### src/rtl/core/f32a_pkg.sv
// ----------------------------------------------------------------------------
// f32a_pkg: shared types and constants for the float32 adder
// Operand unpack constants, stage payload structs, and a leading-count helper.
// ----------------------------------------------------------------------------
package f32a_pkg;

  localparam logic [31:0] FRAC_MASK  = 32'h3FFF_FF80;
  localparam logic [31:0] HIDDEN_ONE = 32'h4000_0000;
  localparam logic [7:0]  EXP_BIAS   = 8'd127;
  localparam logic [4:0]  MAX_ALIGN  = 5'd31;

  // aligned operands, ready for the add
  typedef struct packed {
    logic [31:0]       big_frac;
    logic [31:0]       small_frac;
    logic [4:0]        shamt;
    logic signed [8:0] exp;
  } align_t;

  // raw sum, ready for normalization
  typedef struct packed {
    logic [31:0]       sum;
    logic signed [8:0] exp;
  } sum_t;

  // sum plus its normalize distance
  typedef struct packed {
    logic [31:0]       sum;
    logic signed [8:0] exp;
    logic [4:0]        lead;
  } lead_t;

  // leading bits below bit 31 equal to the sign, from bit 30 down; 0 for zero
  function automatic logic [4:0] lead_count(input logic [31:0] v);
    logic [30:0] x;
    logic [4:0]  n;
    x = v[30:0] ^ {31{v[31]}};
    n = 5'd31;
    for (int i = 0; i < 31; i++) begin
      if (x[i]) n = 5'(30 - i);
    end
    if (v == 32'd0) n = 5'd0;
    return n;
  endfunction

endpackage

### src/rtl/core/float32_add_to_internal.sv
// Four register stages, the last one driving the output. Throughput: one beat
// per cycle while the output is not stalled.
// Stages: unpack/compare, align/add, leading count, normalize shift.
// A stalled output freezes every stage; nothing is dropped or repeated.
// Reset (rst_n low, synchronous) clears all stage valid bits.
// ----------------------------------------------------------------------------
// float32_add_to_internal: pipelined float32 add to internal fraction/exponent
// Sums two single-precision patterns into a normalized two's-complement form.
// ----------------------------------------------------------------------------
module float32_add_to_internal (
  input  logic        clk,
  input  logic        rst_n,
  input  logic        in_tvalid,
  output logic        in_tready,
  input  logic [63:0] in_tdata,   // a_bits[31:0], b_bits[63:32]
  output logic        out_tvalid,
  input  logic        out_tready,
  output logic [47:0] out_tdata   // sum_fraction[31:0], sum_exponent[40:32], zero pad
);

  logic en;
  logic v1_r, v2_r, v3_r, v4_r;
  f32a_pkg::align_t s1_nxt, s1_r;
  f32a_pkg::sum_t   s2_nxt, s2_r;
  f32a_pkg::lead_t  s3_nxt, s3_r;
  logic [31:0]       frac_nxt, frac_r;
  logic signed [8:0] exp_nxt, exp_r;

  assign en        = ~v4_r | out_tready;
  assign in_tready = en;

  f32a_unpack u_unpack (
    .a_bits (in_tdata[31:0]),
    .b_bits (in_tdata[63:32]),
    .op     (s1_nxt)
  );

  f32a_align u_align (
    .op  (s1_r),
    .res (s2_nxt)
  );

  always_comb begin
    s3_nxt.sum  = s2_r.sum;
    s3_nxt.exp  = s2_r.exp;
    s3_nxt.lead = f32a_pkg::lead_count(s2_r.sum);
  end

  f32a_norm u_norm (
    .op   (s3_r),
    .frac (frac_nxt),
    .exp  (exp_nxt)
  );

  always_ff @(posedge clk) begin
    if (!rst_n) begin
      v1_r <= 1'b0;
      v2_r <= 1'b0;
      v3_r <= 1'b0;
      v4_r <= 1'b0;
    end else if (en) begin
      v1_r <= in_tvalid;
      v2_r <= v1_r;
      v3_r <= v2_r;
      v4_r <= v3_r;
    end
  end

  always_ff @(posedge clk) begin
    if (en) begin
      s1_r   <= s1_nxt;
      s2_r   <= s2_nxt;
      s3_r   <= s3_nxt;
      frac_r <= frac_nxt;
      exp_r  <= exp_nxt;
    end
  end

  assign out_tvalid = v4_r;
  assign out_tdata  = {7'd0, exp_r, frac_r};

endmodule

### src/rtl/core/f32a_unpack.sv
// ----------------------------------------------------------------------------
// f32a_unpack: operand unpack and exponent compare stage
// Forms signed fractions, picks the larger exponent and the align distance.
// ----------------------------------------------------------------------------
module f32a_unpack (
  input  logic [31:0]      a_bits,
  input  logic [31:0]      b_bits,
  output f32a_pkg::align_t op
);

  logic [31:0]       fa, fb, fa_raw, fb_raw;
  logic signed [8:0] ea, eb;
  logic signed [9:0] diff;
  logic [9:0]        mag;

  always_comb begin
    fa_raw = ((a_bits << 7) & f32a_pkg::FRAC_MASK) | f32a_pkg::HIDDEN_ONE;
    fb_raw = ((b_bits << 7) & f32a_pkg::FRAC_MASK) | f32a_pkg::HIDDEN_ONE;
    fa = a_bits[31] ? (~fa_raw + 32'd1) : fa_raw;
    fb = b_bits[31] ? (~fb_raw + 32'd1) : fb_raw;
    ea = $signed({1'b0, a_bits[30:23]}) - $signed({1'b0, f32a_pkg::EXP_BIAS});
    eb = $signed({1'b0, b_bits[30:23]}) - $signed({1'b0, f32a_pkg::EXP_BIAS});
    diff = {ea[8], ea} - {eb[8], eb};
    mag = diff[9] ? (~diff + 10'd1) : diff;
    op.shamt = (mag > 10'd31) ? f32a_pkg::MAX_ALIGN : mag[4:0];
    if (diff[9]) begin
      op.big_frac   = fb;
      op.small_frac = fa;
      op.exp        = eb + 9'sd1;
    end else begin
      op.big_frac   = fa;
      op.small_frac = fb;
      op.exp        = ea + 9'sd1;
    end
  end

endmodule

### src/rtl/core/f32a_align.sv
// ----------------------------------------------------------------------------
// f32a_align: alignment shift and halved add stage
// Shifts the smaller operand right, halves both and sums them.
// ----------------------------------------------------------------------------
module f32a_align (
  input  f32a_pkg::align_t op,
  output f32a_pkg::sum_t   res
);

  logic signed [31:0] small_al;

  always_comb begin
    small_al = $signed(op.small_frac) >>> op.shamt;
    res.sum  = 32'($signed(op.big_frac) >>> 1) + 32'(small_al >>> 1);
    res.exp  = op.exp;
  end

endmodule

### src/rtl/core/f32a_norm.sv
// ----------------------------------------------------------------------------
// f32a_norm: normalize shift stage
// Left shifts the sum by the precomputed count and adjusts the exponent.
// ----------------------------------------------------------------------------
module f32a_norm (
  input  f32a_pkg::lead_t   op,
  output logic [31:0]       frac,
  output logic signed [8:0] exp
);

  always_comb begin
    frac = op.sum << op.lead;
    exp  = op.exp - $signed({4'd0, op.lead});
  end

endmodule

### config.mk
export PLATFORM = sky130hd
export DESIGN_NAME = float32_add_to_internal
export DESIGN_NICKNAME = d
export VERILOG_FILES = /design/src/rtl/core/f32a_pkg.sv /design/src/rtl/core/float32_add_to_internal.sv /design/src/rtl/core/f32a_unpack.sv /design/src/rtl/core/f32a_align.sv /design/src/rtl/core/f32a_norm.sv
export SDC_FILE = /design/constraint.sdc
export NUM_CORES = 1
export LEC_CHECK = 0
export ABC_AREA = 1
export ABC_CLOCK_PERIOD_IN_PS = 5300
export BUFFER_PORTS_ARGS = -buffer_cell sky130_fd_sc_hd__buf_2
export CORE_UTILIZATION = 48
export CTS_BUF_LIST = sky130_fd_sc_hd__clkbuf_16
export CTS_CLUSTER_SIZE = 8
export DETAILED_ROUTE_END_ITERATION = 7
export GPL_ROUTABILITY_DRIVEN = 1
export MAX_ROUTING_LAYER = met4
export PLACE_DENSITY_LB_ADDON = 0.3
export SLEW_MARGIN = 10
export SYNTH_ARGS = -nofsm -noshare
export SYNTH_HDL_FRONTEND = slang
export SYNTH_SLANG_ARGS = --single-unit
### constraint.sdc
create_clock -name clk -period 5.3 [get_ports clk]
set_input_delay 0.53 -clock clk [delete_from_list [all_inputs] [get_ports clk]]
set_output_delay 0.53 -clock clk [all_outputs]
set_load 0.1 [all_outputs]
Word-level counts from Yosys, hierarchy flattened --
Cells that the tools add are included.
Storage, ports and cells: register bits 210, bits of input ports 68, output and inout bits 50, word-level logic and storage cells 79
Operators by class: add/sub/neg operators 10, magnitude comparators 1, shift-type cells 2, muxes and demuxes 35, bitwise logic cells 6, reductions and logical operators 6
Operators with widths (number):
- $mux W5 | 14
- $add A32 B1 Y32 const B | 2
- $mux W32 | 2
- $mux W64 | 1
- $not A31 Y32 | 2
- $add A31 B31 Y32 | 1
- $logic_not A32 Y1 | 1
- $mux W4 | 8
- $shl A32 B5 Y32 | 1
- $sshr A32 B5 Y32 | 1
- $xor A31 B31 Y31 | 1
- $add A9 B2 Y9 const B | 2
- $sub A8 B7 Y9 const B | 2
- $reduce_or A17 Y1 | 1
- $mux W3 | 4
- $add A10 B1 Y10 const B | 1
- $gt A10 B5 Y1 const B | 1
- $mux W10 | 1
- $not A10 Y10 | 1
- $sub A9 B9 Y10 | 1
- $mux W9 | 1
- $reduce_or A9 Y1 | 1
- $sub A9 B6 Y9 | 1
- $reduce_or A5 Y1 | 1
- 6 further kinds | 8

Logic depth before layout (Yosys ltp) --
depth after elaboration 31, gate-level depth with buffers 33, mapped depth without buffers 31

Cells and area by module --
A second synthesis with hierarchy kept.
Unflattened totals: cells, all modules 2154, area total of the unflattened synthesis 16006.6 um^2
Modules (own cells, without submodules):
- float32_add_to_internal | instances 1, cells each 366, area an instance 7131.8 um^2, sequential area each 6266.0 um^2
- f32a_align | instances 1, cells each 873, area an instance 4181.5 um^2, sequential area each 0.0 um^2
- f32a_unpack | instances 1, cells each 521, area an instance 2844.0 um^2, sequential area each 0.0 um^2
- f32a_norm | instances 1, cells each 394, area an instance 1849.3 um^2, sequential area each 0.0 um^2

Worst setup path after synthesis --
Ideal clock, no wire load.
kind register -> register, start point register v4_r, in the netlist out_tvalid, end point register exp_r[0] (enable), library setup time 576 ps, data arrival time 5183 ps, required time 4724 ps, slack -459 ps, stages on the path, launching flop included 4, path buffers 0, clock period less this slack 5759 ps, cell sequence dfxtp_1 -> inv_1 -> nor2_1 -> inv_1
On the way: cells in the longest elaborated chain, start to end 2
RTL lines:
- start, declared | line float32_add_to_internal.sv:22 | logic v1_r, v2_r, v3_r, v4_r;
- start signal, assigned | line float32_add_to_internal.sv:65 | v4_r <= v3_r;
- $not A1 Y1 | line float32_add_to_internal.sv:29 | assign en = ~v4_r | out_tready;
- $or A1 B1 Y1 | line float32_add_to_internal.sv:29
- named net in_tready | line float32_add_to_internal.sv:14 | output logic in_tready,
- end signal, assigned | line float32_add_to_internal.sv:75 | exp_r <= exp_nxt;
- end, declared | line float32_add_to_internal.sv:27 | logic signed [8:0] exp_nxt, exp_r;
The timed path passes the listed nets, and every way through them passes these cells. A chain may end at the register's enable or synchronous reset.

==> flow_summary.ini <==
[status]
outcome = finished, final reports clean

[clock_network]
path_clk_slew_ns = 0.08
cts.path.max_buffers = 2
cts_resized = 0
cts_setup_buffers = 0
cts_tree = yes
numCtsBuffers = 17
cts.sinks = 196
root_buffer = clkbuf_16
cts_max_level = 4
hold_buffers = 0
clkLatencyLatePin_ns = 0.43

[layout]
fill_cells = 2462
n_antenna_cell = 0
nNetsFinal = 1776
multiInputGateArea_um2 = 6550
drive_gt1_frac = 0.113
final-seq-area_um2 = 5850
area_growth_pct = 10.0

[logic_synthesis]
yosys_warnings = 0
ys_types = 55
async_flop_share = 0
synthFlopType = edfxtp_1
netlist_area_um2 = 13200
synth_seq_cells = 196
postSynthCellCount = 1586
synth.yosys.seq_area_share = 0.444
synth_edf_count = 192
avgSynthCellArea_um2 = 8.31

[setup_path]
critPathArrivalTime_ns = 4.60
r2r_slack_ns = 0.87
critPathCaptureType = flip-flop
cp-start-kind = flip-flop
critical-path-slowest-cell = fa_1
cp_data_required_time_ns = 5.47
cp_common_cell = nand2_1
path_max_fanout = 20
path_class = flip-flop to flip-flop
critPathMaxStageDelay_ns = 0.44

[timing]
post-route-min-period_ns = 4.43
slew_headroom = 0.291
finalMaxSlewViolations = 0
period_share = 0.836
setup_tns_ns = 0
clock_skew_ns = 0.0186
rsz0062_at_grt = no
worstMarginPinSlew_ns = 1.06
max_freq_ghz = 0.226
finalHoldViolCount = 0
finalSetupViolations = 0

[die]
coreArea_um2 = 27000
num_io_pins = 118
die_w_um = 168
start_util = 0.489
dieArea_um2 = 28100
die_h_um = 168
rows = 60

[placed_design]
dpl.hpwl_mm = 22.3
io_buffers = 110
routabilityCongestion = 0.906

[pwr]
irDropWorstVdd_mv = 0.297
power.leakage_nw = 6.30
p_total_mw = 9.02
power.density_nw_per_um2 = 623

[grt]
antenna_found_initial = 0
grt_pass1_vias = 10100
grt_max_degree = 88
track_usage = 0.216
grt_pass1_wl_mm = 47.5
grt-ovfl-total = 0

[worst_hold_path]
hold_class = primary input to flip-flop

[routing]
post_drt_wl_per_cell_um = 14.0
drc = 0
vias = 10600
final_antenna_net_count = 0
first_pass_iters = 5
vias_per_cell = 5.28
drtIter0Drc = 728
finalWirelength_mm = 28.1

[job]
max_cap_violations = 0
[power breakdown]
group	switching (mW)	internal [mW]
combinational	3.50	1.40
clock	0.586	0.613
sequential	0.367	2.55
total	4.45	4.57
[sequential cells by signal, indices dropped and copies added, names as in the netlist]
register	count
exp_r	9
s1_r	64
v1_r	1
out_tvalid	1
v2_r	1
v3_r	1
frac_r	32
s3_r	46
s2_r	41
[path summary, 6_finish.rpt]
check,cells past startpoint,end,startpoint
worst min-delay path,2,out_tvalid,rst_n
worst max register to register,27,s2_r[39],s1_r[9]
worst min register to register,0,s3_r[9],s2_r[4]
worst max-delay path,27,s2_r[39],s1_r[9]
[placed cells by master, fill, tap and decap left out, types with 17 or more instances in the layout]
| cell | Yosys | final |
|---|---|---|
| nand2_1 | 400 | 400 |
| nand3_1 | 89 | 89 |
| xor2_1 | 73 | 73 |
| o21ai_0 | 208 | 208 |
| edfxtp_1 | 192 | 192 |
| buf_2 | 7 | 110 |
| nor2_1 | 117 | 117 |
| clkbuf_16 | 0 | 17 |
| ha_1 | 46 | 46 |
| a21oi_1 | 63 | 63 |
| xnor2_1 | 56 | 56 |
| inv_1 | 111 | 111 |
| buf_4 | 9 | 18 |
[per-stage QoR]
step | hold WS, ns | instances | instance area (µm²) | utilization | setup WS, ns
5_1_grt | 0.328 | 2013 | 14500 | 0.538 | 0.251
4_1_cts | 0.322 | 2013 | 14500 | 0.538 | 0.883
3_3_place_gp | 0.402 | 1981 | 13900 | 0.517 | 1.02
2_1_floorplan | 0.400 | 1592 | 13200 | - | 0.146
3_5_place_dp | 0.405 | 1981 | 13900 | 0.517 | 0.915
6_report | 0.335 | 2013 | 14500 | 0.538 | 0.870
[critical path: cells and delay by family (launching register included)]
family / cells / cell delay, ns
compound gates: 8 / 1.32
fa+ha+maj: 1 / 0.44
buf+inv: 2 / 0.51
flops: 1 / 0.39
simple gates: 15 / 1.40
xor+xnor: 1 / 0.13
[synthesized netlist by cell type, types with 8 or more instances]
cell | count | share of area
clkbuf_1 | 49 | 0.014
a21oi_1 | 63 | 0.024
xnor2_1 | 56 | 0.037
o21ai_0 | 208 | 0.079
buf_4 | 9 | 0.0051
edfxtp_1 | 192 | 0.44
xor2_1 | 73 | 0.049
or2_2 | 8 | 0.0038
nand3_1 | 89 | 0.034
buf_1 | 11 | 0.0031
nor4_1 | 10 | 0.0047
mux2i_1 | 11 | 0.0084
nor3_1 | 14 | 0.0053
ha_1 | 46 | 0.044
o31ai_1 | 8 | 0.0046
nor2_1 | 117 | 0.033
nand2_1 | 400 | 0.11
inv_1 | 111 | 0.032
o211ai_1 | 8 | 0.0046
[kinds of logic (layout without fill, tap and decap cells)]
| logic type | Yosys count | after routing | synth area share |
|---|---|---|---|
| flops | 196 | 196 | 0.444 |
| xor+xnor | 129 | 129 | 0.0858 |
| buf+inv | 195 | 275 | 0.0611 |
| fa+ha+maj | 49 | 49 | 0.0482 |
| other cells | 1 | 7 | 0.000285 |
| simple gates | 663 | 663 | 0.208 |
| mux | 11 | 11 | 0.00836 |
| compound gates | 342 | 342 | 0.145 |
[final cells by class]
| class | count | share of cell area |
|---|---|---|
| inverters | 115 | 0.0300 |
| clock inverters | 15 | 0.00872 |
| clock buffers | 17 | 0.0294 |
| flip-flops and latches | 196 | 0.403 |
| well taps | 341 | 0.0294 |
| multi-input cells | 1201 | 0.452 |
| repair buffers | 128 | 0.0473 |
[metal layers]
layer  GRT usage  routed length, µm
met1       0.254              12600
met2       0.369              13600
met3      0.0227                678
met4       0.110               1180
met5           -                  0
No activity file was read; power rests on OpenSTA's default activity.
